===== config.mk =====
export PLATFORM = sky130hd
export DESIGN_NAME = life_cellular_automaton_row_step
export DESIGN_NICKNAME = d
export VERILOG_FILES = /design/src/sv/life_pkg.sv /design/src/sv/life_lane.sv /design/src/sv/life_row_core.sv /design/src/sv/life_out_fifo.sv /design/src/sv/life_cellular_automaton_row_step.sv
export SDC_FILE = /design/constraint.sdc
export NUM_CORES = 1
export LEC_CHECK = 0
export BUFFER_PORTS_ARGS = -buffer_cell sky130_fd_sc_hd__buf_2
export CORE_AREA = 2 2 204 356
export CTS_CLUSTER_SIZE = 12
export DETAILED_ROUTE_END_ITERATION = 7
export DIE_AREA = 0 0 206 358
export GPL_TIMING_DRIVEN = 1
export PLACE_DENSITY = 0.63
export SLEW_MARGIN = 5
export SYNTH_ARGS = -nofsm -noshare
export SYNTH_HDL_FRONTEND = slang
export SYNTH_HIERARCHICAL = 1
export SYNTH_SLANG_ARGS = --single-unit
export TNS_END_PERCENT = 20

===== constraint.sdc =====
create_clock -name i_clk -period 5.1 [get_ports i_clk]
set_clock_uncertainty 0.1 [all_clocks]
set_input_delay 1.275 -clock i_clk [delete_from_list [all_inputs] [get_ports i_clk]]
set_output_delay 1.275 -clock i_clk [all_outputs]
set_load 0.01 [all_outputs]

===== src/sv/life_pkg.sv =====
// Shared types and constants for the Life row-step block.
`timescale 1ns / 1ps

package life_pkg;

    localparam int ROW_W = 64;
    localparam int CFG_W = 7;
    localparam int NBR_W = 4;

    localparam logic [NBR_W-1:0] BIRTH_COUNT   = NBR_W'(3);
    localparam logic [NBR_W-1:0] SURVIVE_COUNT = NBR_W'(2);

    localparam logic [CFG_W-1:0] COLS_RESET = CFG_W'(64);

    // One result word as it leaves the block.
    typedef struct packed {
        logic             last_of_frame;
        logic [ROW_W-1:0] changed_mask;
        logic [ROW_W-1:0] next_cells;
    } t_result;

    // Three-by-three neighborhood of one cell, each row ordered left, center, right.
    typedef struct packed {
        logic [2:0] up;
        logic [2:0] mid;
        logic [2:0] down;
    } t_window;

endpackage


===== src/sv/life_lane.sv =====
// One cell of the Life stencil: neighbor count and the birth and survival rule.
`timescale 1ns / 1ps

module life_lane (
    input  life_pkg::t_window i_win,
    output logic              o_alive
);

    logic [life_pkg::NBR_W-1:0] nbr_count;

    always_comb begin
        nbr_count = life_pkg::NBR_W'(i_win.up[0]) + life_pkg::NBR_W'(i_win.up[1])
                  + life_pkg::NBR_W'(i_win.up[2]) + life_pkg::NBR_W'(i_win.mid[0])
                  + life_pkg::NBR_W'(i_win.mid[2]) + life_pkg::NBR_W'(i_win.down[0])
                  + life_pkg::NBR_W'(i_win.down[1]) + life_pkg::NBR_W'(i_win.down[2]);
        o_alive = (nbr_count == life_pkg::BIRTH_COUNT)
               || (i_win.mid[1] && (nbr_count == life_pkg::SURVIVE_COUNT));
    end

endmodule


===== src/sv/life_row_core.sv =====
// Row of Life lanes, one per column, merged into the next-row and changed words.
`timescale 1ns / 1ps

module life_row_core #(
    parameter int LANES = 64
) (
    input  logic [life_pkg::ROW_W-1:0] i_up,
    input  logic [life_pkg::ROW_W-1:0] i_mid,
    input  logic [life_pkg::ROW_W-1:0] i_down,
    input  logic [life_pkg::ROW_W-1:0] i_mask,
    input  logic                       i_last,
    output life_pkg::t_result          o_result
);

    logic [life_pkg::ROW_W-1:0] lane_alive;

    genvar c;
    generate
        for (c = 0; c < life_pkg::ROW_W; c++) begin : g_col
            if (c < LANES) begin : g_lane
                life_pkg::t_window win;
                // Columns past either edge of the word are dead.
                always_comb begin
                    win.up[1]   = i_up[c];
                    win.mid[1]  = i_mid[c];
                    win.down[1] = i_down[c];
                    if (c > 0) begin
                        win.up[0]   = i_up[(c > 0) ? c - 1 : 0];
                        win.mid[0]  = i_mid[(c > 0) ? c - 1 : 0];
                        win.down[0] = i_down[(c > 0) ? c - 1 : 0];
                    end else begin
                        win.up[0]   = 1'b0;
                        win.mid[0]  = 1'b0;
                        win.down[0] = 1'b0;
                    end
                    if (c < life_pkg::ROW_W - 1) begin
                        win.up[2]   = i_up[(c < life_pkg::ROW_W - 1) ? c + 1 : c];
                        win.mid[2]  = i_mid[(c < life_pkg::ROW_W - 1) ? c + 1 : c];
                        win.down[2] = i_down[(c < life_pkg::ROW_W - 1) ? c + 1 : c];
                    end else begin
                        win.up[2]   = 1'b0;
                        win.mid[2]  = 1'b0;
                        win.down[2] = 1'b0;
                    end
                end
                life_lane u_lane (
                    .i_win   (win),
                    .o_alive (lane_alive[c])
                );
            end else begin : g_unused
                assign lane_alive[c] = 1'b0;
            end
        end
    endgenerate

    // Merge the lanes and apply the active-column mask.
    always_comb begin
        o_result.next_cells    = lane_alive & i_mask;
        o_result.changed_mask  = (lane_alive ^ i_mid) & i_mask;
        o_result.last_of_frame = i_last;
    end

endmodule


===== src/sv/life_out_fifo.sv =====
// Two-word output queue that decouples the row engine from the output stall.
`timescale 1ns / 1ps

module life_out_fifo (
    input  logic              i_clk,
    input  logic              i_rst_n,
    input  logic              i_push,
    input  life_pkg::t_result i_data,
    input  logic              i_pop,
    output logic              o_space,
    output logic              o_valid,
    output life_pkg::t_result o_data
);

    life_pkg::t_result r_mem [2];
    logic       r_wr_ptr;
    logic       r_rd_ptr;
    logic [1:0] r_count;
    logic       n_wr_ptr;
    logic       n_rd_ptr;
    logic [1:0] n_count;
    logic       do_pop;

    assign o_valid = (r_count != 2'd0);
    assign o_data  = r_mem[r_rd_ptr];
    assign do_pop  = i_pop && o_valid;
    // A full queue still takes a word in the cycle its head leaves.
    assign o_space = (r_count != 2'd2) || i_pop;

    always_comb begin
        n_wr_ptr = r_wr_ptr ^ i_push;
        n_rd_ptr = r_rd_ptr ^ do_pop;
        n_count  = r_count + 2'(i_push) - 2'(do_pop);
    end

    always_ff @(posedge i_clk) begin
        if (!i_rst_n) begin
            r_wr_ptr <= 1'b0;
            r_rd_ptr <= 1'b0;
            r_count  <= 2'd0;
        end else begin
            r_wr_ptr <= n_wr_ptr;
            r_rd_ptr <= n_rd_ptr;
            r_count  <= n_count;
        end
    end

    always_ff @(posedge i_clk) begin
        if (i_push) begin
            r_mem[r_wr_ptr] <= i_data;
        end
    end

    a_count_range: assert property (@(posedge i_clk) disable iff (!i_rst_n)
        r_count != 2'd3)
        else $error("output queue count out of range");
    a_no_overflow: assert property (@(posedge i_clk) disable iff (!i_rst_n)
        (r_count == 2'd2 && !i_pop) |-> !i_push)
        else $error("output queue written while full");

endmodule


===== src/sv/life_cellular_automaton_row_step.sv =====
// Top level of the streaming Life row-step block.
// Usage:
//   The board enters on the s_axis channel one row per word: tdata holds row_cells,
//   bit c is column c, and tlast marks the bottom row. Results leave on m_axis:
//   tdata holds next_cells in bits 63:0 and changed_mask in bits 127:64, and tlast
//   carries last_of_frame. The cfg channel sets the column count; it is always ready
//   and should be written only while no board is in flight.
//   The top row of a board yields nothing; every later row, as it is taken, pushes the next
//   state of the row above it into the output queue. The bottom row yields a second
//   word, its own next state, in a flush step once the queue has room.
// Throughput: one row per cycle while the output queue has room, plus one flush step per board
//   in which the bottom row's own result runs through the single row of MAX_COLS lanes and no input is taken.
// Reset clears the held rows and the output queue and sets the column count to 64.
// When the receiver stalls, a two-word output queue absorbs the results in flight,
//   and s_axis tready drops once the queue has no room for the next word.
`timescale 1ns / 1ps

module life_cellular_automaton_row_step #(
    parameter int MAX_COLS = 64
) (
    input  logic                                i_clk,
    input  logic                                i_rst_n,
    // tdata: row_cells[63:0]
    input  logic [life_pkg::ROW_W-1:0]          i_s_axis_tdata,
    input  logic                                i_s_axis_tlast,
    input  logic                                i_s_axis_tvalid,
    output logic                                o_s_axis_tready,
    // tdata: next_cells[63:0], changed_mask[127:64]
    output logic [2*life_pkg::ROW_W-1:0]        o_m_axis_tdata,
    output logic                                o_m_axis_tlast,
    output logic                                o_m_axis_tvalid,
    input  logic                                i_m_axis_tready,
    input  logic [life_pkg::CFG_W-1:0]          i_cfg_data,
    input  logic                                i_cfg_valid,
    output logic                                o_cfg_ready
);

    logic [life_pkg::CFG_W-1:0] r_cols;
    logic [life_pkg::ROW_W-1:0] r_above;
    logic [life_pkg::ROW_W-1:0] r_middle;
    logic                       r_mid_valid;
    logic                       r_flush;

    logic [life_pkg::CFG_W-1:0] cols_eff;
    logic [life_pkg::ROW_W-1:0] col_mask;
    logic [life_pkg::ROW_W-1:0] row_in;
    logic [life_pkg::ROW_W-1:0] core_down;
    logic                       fifo_space;
    logic                       s_accept;
    logic                       flush_go;
    logic                       push;
    life_pkg::t_result          core_result;
    life_pkg::t_result          head;

    assign o_cfg_ready = 1'b1;

    always_ff @(posedge i_clk) begin
        if (!i_rst_n) begin
            r_cols <= life_pkg::COLS_RESET;
        end else if (i_cfg_valid) begin
            r_cols <= i_cfg_data;
        end
    end

    always_comb begin
        cols_eff = (r_cols > life_pkg::CFG_W'(MAX_COLS)) ? life_pkg::CFG_W'(MAX_COLS)
                                                         : r_cols;
        for (int c = 0; c < life_pkg::ROW_W; c++) begin
            col_mask[c] = (life_pkg::CFG_W'(c) < cols_eff);
        end
    end

    assign row_in          = i_s_axis_tdata & col_mask;
    assign o_s_axis_tready = fifo_space && !r_flush;
    assign s_accept        = i_s_axis_tvalid && o_s_axis_tready;
    assign flush_go        = r_flush && fifo_space;
    assign push            = flush_go || (s_accept && r_mid_valid);

    // During the flush cycle the row below the bottom row is dead.
    assign core_down = r_flush ? '0 : row_in;

    life_row_core #(
        .LANES (MAX_COLS)
    ) u_core (
        .i_up     (r_above),
        .i_mid    (r_middle),
        .i_down   (core_down),
        .i_mask   (col_mask),
        .i_last   (r_flush),
        .o_result (core_result)
    );

    always_ff @(posedge i_clk) begin
        if (!i_rst_n) begin
            r_above     <= '0;
            r_middle    <= '0;
            r_mid_valid <= 1'b0;
            r_flush     <= 1'b0;
        end else if (flush_go) begin
            r_above     <= '0;
            r_middle    <= '0;
            r_mid_valid <= 1'b0;
            r_flush     <= 1'b0;
        end else if (s_accept) begin
            r_above     <= r_mid_valid ? r_middle : '0;
            r_middle    <= row_in;
            r_mid_valid <= 1'b1;
            r_flush     <= i_s_axis_tlast;
        end
    end

    life_out_fifo u_fifo (
        .i_clk   (i_clk),
        .i_rst_n (i_rst_n),
        .i_push  (push),
        .i_data  (core_result),
        .i_pop   (i_m_axis_tready),
        .o_space (fifo_space),
        .o_valid (o_m_axis_tvalid),
        .o_data  (head)
    );

    assign o_m_axis_tdata = {head.changed_mask, head.next_cells};
    assign o_m_axis_tlast = head.last_of_frame;

    a_flush_has_row: assert property (@(posedge i_clk) disable iff (!i_rst_n)
        r_flush |-> r_mid_valid)
        else $error("flush pending without a held row");
    a_empty_above: assert property (@(posedge i_clk) disable iff (!i_rst_n)
        !r_mid_valid |-> (r_above == '0))
        else $error("row above not cleared between boards");
    a_last_starts_flush: assert property (@(posedge i_clk) disable iff (!i_rst_n)
        (s_accept && i_s_axis_tlast) |=> r_flush)
        else $error("bottom row did not start the flush");

endmodule

Word level (Yosys, flattened, before mapping)
Memories as Yosys holds them, arrays and structs flattened. A register that Yosys moved wholly into a read port is not among the register bits.
Index checks and enable logic that the tools add are counted.
W data, S select, Z words.

cells by class
  add/subtract/negate cells = 443
  order comparisons = 65
  eq/ne operators = 129
  multiplexer cells = 6
  bitwise logic cells = 7
  reduce and logical (&&, ||, !) cells = 138

operator list
  kind                  count
  $add A4 B1 Y4         376
  $eq A4 B2 Y1 const B  128
  $lt A6 B7 Y1 const A  32
  $and A64 B64 Y64      3
  $mux W64              2
  $add A1 B1 Y2         63
  $lt A5 B7 Y1 const A  16
  $logic_and A1 B1 Y1   69
  $logic_or A1 B1 Y1    66
  $xor A64 B64 Y64      1
  $lt A4 B7 Y1 const A  8
  $lt A3 B7 Y1 const A  4
  $lt A1 B7 Y1 const A  2
  $lt A2 B7 Y1 const A  2
  $gt A7 B7 Y1 const B  1
  $mux W7               1
  $add A3 B1 Y4         1
  $add A2 B1 Y3         1
  $mux W1               3
  $add A2 B1 Y2         1
  $ne A2 B2 Y1 const B  1
  $reduce_bool A2 Y1    1
  $reduce_or A2 Y1      1
  $sub A2 B1 Y2         1
  other kinds (3)       4

word-level totals
  register bits = 141
  RAM bits = 258
  bits of input ports = 77
  logic and storage cells = 797
  memories kept = 1

memory list
  memory        depth  width  rd ports  clocked after memory_dff  write ports  RTL line             RTL
  u_fifo.r_mem  2      129    1         1                         1            life_out_fifo.sv:15  life_pkg::t_result r_mem [2];

Depth between registers and ports, before layout
Gate-level depths: netlist of the first run.

  depth after elaboration = 13
  gate-level depth with buffers = 15
  depth with buffers taken out = 12

Hierarchy
Netlist of the first run, hierarchy kept.

modules (own cells, without submodules)
  module                                          instances  cells an instance  area an instance (um2)
  life_out_fifo                                   1          425                9605.5
  life_lane (u_core.g_col[14].g_lane.u_lane ...)  46         17                 177.7
  life_cellular_automaton_row_step                1          814                6035.8
  life_lane (u_core.g_col[0].g_lane.u_lane ...)   18         17                 162.7
  life_row_core                                   1          194                1373.8

Worst setup path before layout of the first run
OpenSTA, ideal clock, no wires.

  path kind = input-to-reg
  start point = in i_m_axis_tready
  end point = mem u_fifo/r_mem[0][0] (netlist name), enable pin
  library setup time = 0.504 ns
  data arrival time = 4.693 ns
  data required time = 4.496 ns
  path slack = -0.197 ns
  stages = 4
  buffers on the path = 0
  cells stage by stage = nor2_1 nand2_1 nor2b_1 ha_1

on the way
  cells in the longest elaborated chain, start to end = 7
  elaborated cells on any way between the ends = 8

ends and longest elaborated chain
  what                               RTL line                                RTL
  start: declaration                 life_cellular_automaton_row_step.sv:32  input logic i_m_axis_tready,
  $logic_or A1 B1 Y1 (*)             life_out_fifo.sv:28                     assign o_space = (r_count != 2'd2) || i_pop;
  net fifo_space                     life_cellular_automaton_row_step.sv:48  logic fifo_space;
  $logic_and A1 B1 Y1                life_cellular_automaton_row_step.sv:74  assign o_s_axis_tready = fifo_space && !r_flush;
  $logic_and A1 B1 Y1                life_cellular_automaton_row_step.sv:75  assign s_accept = i_s_axis_tvalid && o_s_axis_tready;
  $logic_and A1 B1 Y1                life_cellular_automaton_row_step.sv:77  assign push = flush_go || (s_accept && r_mid_valid);
  $logic_or A1 B1 Y1 (*)             life_cellular_automaton_row_step.sv:77
  net push                           life_cellular_automaton_row_step.sv:51  logic push;
  $mux W1 (*)                        life_out_fifo.sv:49                     if (i_push) begin
  $mux W1 (implied by the code) (*)  life_out_fifo.sv:50                     r_mem[r_wr_ptr] <= i_data;
  end: declaration                   life_out_fifo.sv:15

Mark *: on every way through the listed nets, which the timed path passes. The rest lies on a longest branch.

==> metrics.md, run 1 <==
| Metric | Value |
|---|---|
| Final period util | 95.0% |
| Setup Viol. Count Final | 0 |
| Largest net degree at the start of global routing | 93 |
| Power per cell area | 369 mW/mm^2 |
| Cell Rows | 129 |
| PnR Total Power | 0.0118 W |
| Combinational share of power | 36.7% |
| Clock sink count | 400 |
| Initial DRC count | 1117 |
| Fin area | 0.0319 mm^2 |
| Max-cap violations | 0 |
| Clk Latency, worst-skew pair | 0.61 ns |
| DIE HEIGHT | 358 um |
| Main area contributors after synthesis | edfxtp_1 28%, fa_1 18%, dfxtp_1 10% |
| Switching share of power | 34.5% |
| Endpoints failing hold | 0 |
| Cts hold-fix bufs | 0 |
| FF-to-FF setup slack | 0.26 ns |
| Synth async-reset ratio | 0% |
| Layout Nets | 3285 |
| Slew @ Worst Pin | 0.972 ns |
| Max Clk Rate | 0.206 GHz |
| Port-buffer cells | 207 |
| Worst slew margin | 34.5% |
| Crit path launch | r_cols[2] |
| Worst EP required | 5.34 ns |
| Io pins | 209 |
| Post-synth top area share | 27.6% |
| Max VDD drop | 0.325 mV |
| Crit Path Class | register to register |
| Total CTS buffers | 43 |
| Synth-to-layout area growth | 13.4% |
| Distinct cells, synth | 55 |
| Leakage | 14.4 nW |
| Post-Layout Cell Count | 3714 |
| Worst reg2reg path startpoint | r_cols[2] |
| Commonest cells after routing, fill and taps aside | 335 x inv_1, 258 x edfxtp_1, 256 x fa_1 |
| Crit path capture type | register |
| DIE AREA | 0.0737 mm^2 |
| Main synth FF type | edfxtp_1 |
| Post-DP Area | 0.0305 mm^2 |
| Initial antenna violation count | 16 |
| Die X | 206 um |
| Largest stage delay, worst path | 0.65 ns |
| Routed WL | 76.1 mm |
| Synth warnings | 6 |
| Post-route minimum period | 4.84 ns |
| Flop pwr share | 36.8% |
| Starting Density | 39.8% |
| Max clock buf depth | 3 |
| Reg2reg path depth | 13 |
| RSZ-0062 raised after global routing | false |
| PostCTS Resize Cnt | 0 |
| Crit start category | register |
| Core ar. | 0.0707 mm^2 |
| Routed Antenna Nets | 0 |
| Grt ovf | 0 |
| First-pass GRT wire length | 117 mm |
| Worst setup endpoint | u_fifo/r_mem[0][93] |
| Gpl congestion | 0.863 |
| Syn Inst Count | 2521 |
| Cell Area, Synth | 0.0281 mm^2 |
| Crit-path most repeated cell | fa_1 |
| Largest area contributor in the netlist | edfxtp_1 |
| Vias in the first global route | 21300 |
| Worst-path clk slew | 0.06 ns |
| DRT Pass-1 Iters | 5 |
| Placed insts | 3628 |
| P_int | 0.00772 W |
| Routed WL per cell | 20.5 um |
| Root Buffer | clkbuf_16 |
| Post-CTS Setup Bufs | 0 |
| Ratio of cells with drive above 1 in the final layout | 18.8% |
| Yosys reg bits | 400 |
| Hold Path Class | register to register |
| Vias per cell | 5.25 |
| Max Slew Vio Count | 0 |
| Worst r2r dst | u_fifo/r_mem[0][93] |
| Gr usage total | 20.9% |
| DR DRC count | 0 |
| Crit-path max FO | 17 |
| Status | finished, final reports clean |
| EDFF count, synth | 258 |
| H-tree depth | 2 |
| Slowest cell on crit path | dfxtp_1 |
| Dpl hpwl | 57.1 mm |
| Clk network pwr share | 26.4% |
| Net Sw Power | 0.00406 W |
| CTS tree | yes |
| Hold Crit Depth | 2 |
| Worst path cell trace | buf_4 > nand2_1 > o21ai_0 > nand2_1 > nor2_1 > fa_1 > fa_1 > ha_1 > fa_1 > o211a_1 > a211oi_2 > xor2_1 > and2_1 |
| DR vias | 19500 |
| CP Data Arrival Time | 5.08 ns |
| Syn Area/Cell | 11.2 um^2 |
| Commonest non-fill, non-tap cell in the layout | inv_1 |
| Register area share after synthesis | 37.7% |
[cell families after synthesis]
family | share of synthesized area [%]
multiplexers | 5.45
AND/OR/NAND/NOR | 12.3
XOR/XNOR | 2.07
AO/OA/AOI/OAI | 9.42
other | 0.0267
flip-flops | 37.7
adder cells (fa/ha/maj) | 27.0
buffers and inverters | 6.09
[sequential cells by signal, indices dropped and copies added (netlist names), named ones only]
| signal | cells |
|---|---|
| u_fifo/r_wr_ptr | 1 |
| r_mid_valid | 1 |
| u_fifo/r_count | 2 |
| r_cols | 7 |
| u_fifo/r_rd_ptr | 1 |
| r_middle | 64 |
| r_flush | 1 |
| u_fifo/r_mem | 258 |
| r_above | 64 |
[per-layer routing]
metal  vias to the layer above  part of all wire, %  track usage [%]
li1                       9027                    -                -
met1                      9776                   37             22.6
met2                       490                   53             38.8
met3                       181                  5.0             3.54
met4                        14                  5.0             10.5
met5                         -                 0.12                0
[how the worst min path moves through the flow]
stage                     from           to  slack, ns
6_report           r_above[63]  r_above[63]       0.37
4_1_cts            r_above[63]  r_above[63]       0.37
2_1_floorplan       r_above[0]   r_above[0]       0.34
5_1_grt            r_above[63]  r_above[63]       0.39
3_5_place_dp       r_above[63]  r_above[63]       0.37
3_3_place_gp   u_fifo/r_rd_ptr     register       0.35
[worst max-delay path: cells and delay by family, from the launching register on]
kind / cells / cell delay, ns
xor gates and xnor gates: 1 / 0.10
AOI/OAI and AO/OA: 3 / 1.07
and+or+nand+nor: 4 / 0.73
adders and majority gates: 4 / 1.65
buffers and inverters: 1 / 0.26
DFF: 1 / 0.65
[synth_stat cells (4+ instances only)]
cell,instances
a21oi_1,142
ha_1,196
a211oi_2,46
o211a_1,46
mux2i_1,8
xor2_1,64
buf_6,14
nand2_1,185
o21ai_0,120
nor2b_1,10
a32o_1,20
or2_2,4
inv_1,335
nand4_1,4
buf_2,7
clkbuf_1,63
nand3_1,103
or3_1,4
nor3_1,7
and2_1,130
or2_0,18
or2_1,48
and3_1,5
edfxtp_1,258
and3b_1,9
mux2_2,129
dfxtp_1,142
nor2_1,62
o31ai_1,4
fa_1,256
nand3b_1,47
[layout make-up]
| class | count | area [um^2] |
|---|---|---|
| Inverter | 335 | 1260 |
| Fill cell | 6644 | 38800 |
| Antenna cell | 7 | 17.5 |
| Multi-Input combinational cell | 1702 | 15900 |
| Clock buffer | 66 | 1240 |
| Tap cell | 917 | 1150 |
| Clock inverter | 13 | 115 |
| Timing Repair Buffer | 274 | 1630 |
| Sequential cell | 400 | 10600 |
[stage by stage]
stage                     hold WS [ns]  setup WS [ns]  util [%]  setup TNS (ns)
after floorplan                  0.345         -0.197         -          -50.73
after global placement           0.352          0.270      43.1               0
after detailed placement         0.365          0.158      43.1               0
after CTS                        0.374          0.294      45.1               0
after global routing             0.394         0.0200      45.1               0
final                            0.372          0.257      45.1               0
[power groups by stage]
stage / Combinational [W] / Sequential, W / Clock [W]
2_1_floorplan: 0.00295 / 0.00433 / 0
3_3_place_gp: 0.00417 / 0.00440 / 0
3_5_place_dp: 0.00437 / 0.00441 / 0
4_1_cts: 0.00440 / 0.00434 / 0.00321
5_1_grt: 0.00483 / 0.00439 / 0.00330
6_report: 0.00433 / 0.00434 / 0.00311
Power figures use the tool's default switching activity.
==> run 2, diff against run 1 <==
==> constraint.sdc (replaced) <==
create_clock -name i_clk -period 5.1 [get_ports i_clk]
set_clock_uncertainty 0.1 [all_clocks]
set_input_delay 1.02 -clock i_clk [delete_from_list [all_inputs] [get_ports i_clk]]
set_output_delay 1.02 -clock i_clk [all_outputs]
set_load 0.01 [all_outputs]
==> run 2 against run 1 <==
Effect of this change:
- final area down 0.29%
- register-to-register slack improved by 0.02 ns
- combinational power about the same
- sequential power is 1% higher
- global-route usage rose by 0.81 points
- setup slack improved by 0.021 ns
- clock power is essentially flat
- highest routed layer unchanged
==> metrics.md, run 2 (synthesis gave the netlist of run 1 again) <==
| Metric | Value |
|---|---|
| Status | finished, final reports clean |
| Post-DP Area | 0.0304 mm^2 (-0.34%) |
| DIE HEIGHT | 358 um (unchanged) |
| Vias in the first global route | 21700 (+1.9%) |
| DR vias | 19800 (+1.4%) |
| Port-buffer cells | 207 (unchanged) |
| Hold_sp | u_fifo/r_rd_ptr |
| Final period util | 94.5% (-0.42 points) |
| RSZ-0062 raised after global routing | false |
| Number of flip-flops in the largest register | 258 (unchanged) |
| CP Data Arrival Time | 5.07 ns (about the same) |
| Power per cell area | 371 mW/mm^2 (+0.51%) |
| PnR Total Power | 0.0118 W (+0.22%) |
| Worst-path clk slew | 0.06 ns (about the same) |
| Filler Cells Inserted | 6597 (-0.71%) |
| Crit Path Class | register to register |
| Crit path launch | r_cols[6] |
| Top Registers | u_fifo/r_mem: 258 flops, r_above: 64 flops, r_middle: 64 flops |
| Ratio of cells with drive above 1 in the final layout | 18.7% (-0.063 points) |
| Die X | 206 um (unchanged) |
| Leakage | 14.4 nW (-0.38%) |
| Post-route minimum period | 4.82 ns (-0.0213 ns) |
| Max Clk Rate | 0.207 GHz (+0.44%) |
| Most flop-heavy register | u_fifo/r_mem |
| P_int | 0.00769 W (-0.35%) |
| Layout Nets | 3276 (-0.27%) |
| Gpl congestion | 0.884 (+2.4%) |
| Gr usage total | 21.7% (+0.81 points) |
| Max-cap violations | 0 (unchanged) |
| Commonest cells after routing, fill and taps aside | 335 x inv_1, 258 x edfxtp_1, 256 x fa_1 |
| Worst EP required | 5.34 ns (about the same) |
| H-tree depth | 2 (unchanged) |
| Commonest non-fill, non-tap cell in the layout | inv_1 |
| Hold Path Class | register to register |
| Endpoints failing hold | 0 (unchanged) |
| Max clock buf depth | 3 (unchanged) |
| Cts hold-fix bufs | 0 (unchanged) |
| Synth-to-layout area growth | 13.1% |
| CTS tree | yes |
| Setup Viol. Count Final | 0 (unchanged) |
| Max Slew Vio Count | 0 (unchanged) |
| Crit-path max FO | 18 (+1) |
| Core ar. | 0.0707 mm^2 (unchanged) |
| Clk Latency, worst-skew pair | 0.59 ns (-0.02 ns) |
| Fin area | 0.0318 mm^2 (-0.29%) |
| Worst reg2reg path startpoint | r_cols[6] |
| Flop pwr share | 37.2% (+0.4 points) |
| Vias per cell | 5.34 (+1.7%) |
| Initial antenna violation count | 14 (-2) |
| Max VDD drop | 0.350 mV (+7.6%) |
| Clk network pwr share | 26.2% (-0.2 points) |
| First-pass GRT wire length | 122 mm (+4.1%) |
| Largest net degree at the start of global routing | 80 (-14%) |
| Switching share of power | 34.8% (+0.37 points) |
| Dpl hpwl | 58.7 mm (+2.7%) |
| Routed WL | 78.3 mm (+2.9%) |
| Net Sw Power | 0.00411 W (+1.3%) |
| Routed Antenna Nets | 0 (unchanged) |
| Grt ovf | 0 (unchanged) |
| Slew @ Worst Pin | 1.10 ns (+0.129 ns) |
| DIE AREA | 0.0737 mm^2 (unchanged) |
| Worst slew margin | 26.6% (-7.9 points) |
| Total CTS buffers | 43 (unchanged) |
| Combinational share of power | 36.6% (about the same) |
| Starting Density | 39.8% (unchanged) |
| Clock sink count | 400 (unchanged) |
| Total negative setup slack | 0 ns (unchanged) |
| Crit start category | register |
| Crit path capture type | register |
| Cell Rows | 129 (unchanged) |
| Io pins | 209 (unchanged) |
| DR DRC count | 0 (unchanged) |
| Root Buffer | clkbuf_16 |
| DRT Pass-1 Iters | 6 (+1) |
| Initial DRC count | 1015 (-9.1%) |
| Routed WL per cell | 21.2 um (+3.2%) |
[run 2: cell count changes in the layout (fill, tap and decap cells not counted), sizes merged]
cell | before | now
buf | 274 | 265
clkinv | 10 | 6
diode | 7 | 9
bufinv | 2 | 1
clkinvlp | 1 | 2
inv | 335 | 336
[run 2: path summary, 6_finish.rpt]
| kind | endpoint | slack (ns) | cells after the start |
|---|---|---|---|
| max | u_fifo/r_mem[1][67] | 0.28 | 12 |
| min | register | 0.37 | 2 |
| max reg2reg | u_fifo/r_mem[1][67] | 0.28 | 12 |
| min reg2reg | register | 0.37 | 2 |
[run 2: timing repair]
action / 4_1_cts / 5_1_grt
cloned: 0 / 0
gates resized for setup: 1 / 6
buffers inserted: 0 / 0
endpoints found under the setup margin: 2 / 16
[run 2: critical path, stage by stage, from the launching register on]
cell      delay (ns)
dfxtp_1         0.50
or3_1           0.49
or3_1           0.46
or2_4           0.32
and3b_1         0.26
fa_1            0.60
fa_1            0.44
ha_1            0.23
fa_1            0.41
o211a_1         0.25
a211oi_2        0.24
xor2_1          0.09
and2_1          0.18
[run 2: layer usage]
layer | vias up | global-route usage [%] | part of all wire [%]
met4 | 10 | 11.3 | 5.0
li1 | 9018 | - | -
met5 | - | 0 | 0.084
met3 | 185 | 3.81 | 5.7
met1 | 9940 | 23.9 | 37
met2 | 617 | 39.6 | 53
[run 2: final cells by class]
| cell class | instances | area [um^2] | share of cell area (%) |
|---|---|---|---|
| Tap cell | 917 | 1150 | 3.61 |
| Inverter | 335 | 1260 | 3.96 |
| Multi-Input combinational cell | 1702 | 15900 | 50.0 |
| Sequential cell | 400 | 10600 | 33.3 |
| Antenna cell | 9 | 22.5 | 0.0708 |
| Timing Repair Buffer | 265 | 1520 | 4.79 |
| Clock inverter | 10 | 81.3 | 0.256 |
| Clock buffer | 66 | 1270 | 3.98 |
[run 2: power groups by stage]
stage	combinational (W)	clock [W]	sequential (W)
floorplan	0.00295	0	0.00433
CTS	0.00438	0.00320	0.00440
detailed placement	0.00435	0	0.00447
global placement	0.00414	0	0.00445
global route	0.00481	0.00331	0.00444
finish	0.00432	0.00309	0.00439
[run 2: stage by stage]
step | utilization (%) | worst slack [ns] | hold slack [ns] | instances
finish | 45.0 | 0.278 | 0.371 | 3704
global route | 45.0 | 0.0146 | 0.404 | 3700
CTS | 44.9 | 0.0680 | 0.377 | 3695
detailed placement | 43.0 | -0.0477 | 0.370 | 3619
global placement | 43.0 | -0.130 | 0.349 | 3619
floorplan | - | 0.0584 | 0.345 | 2526
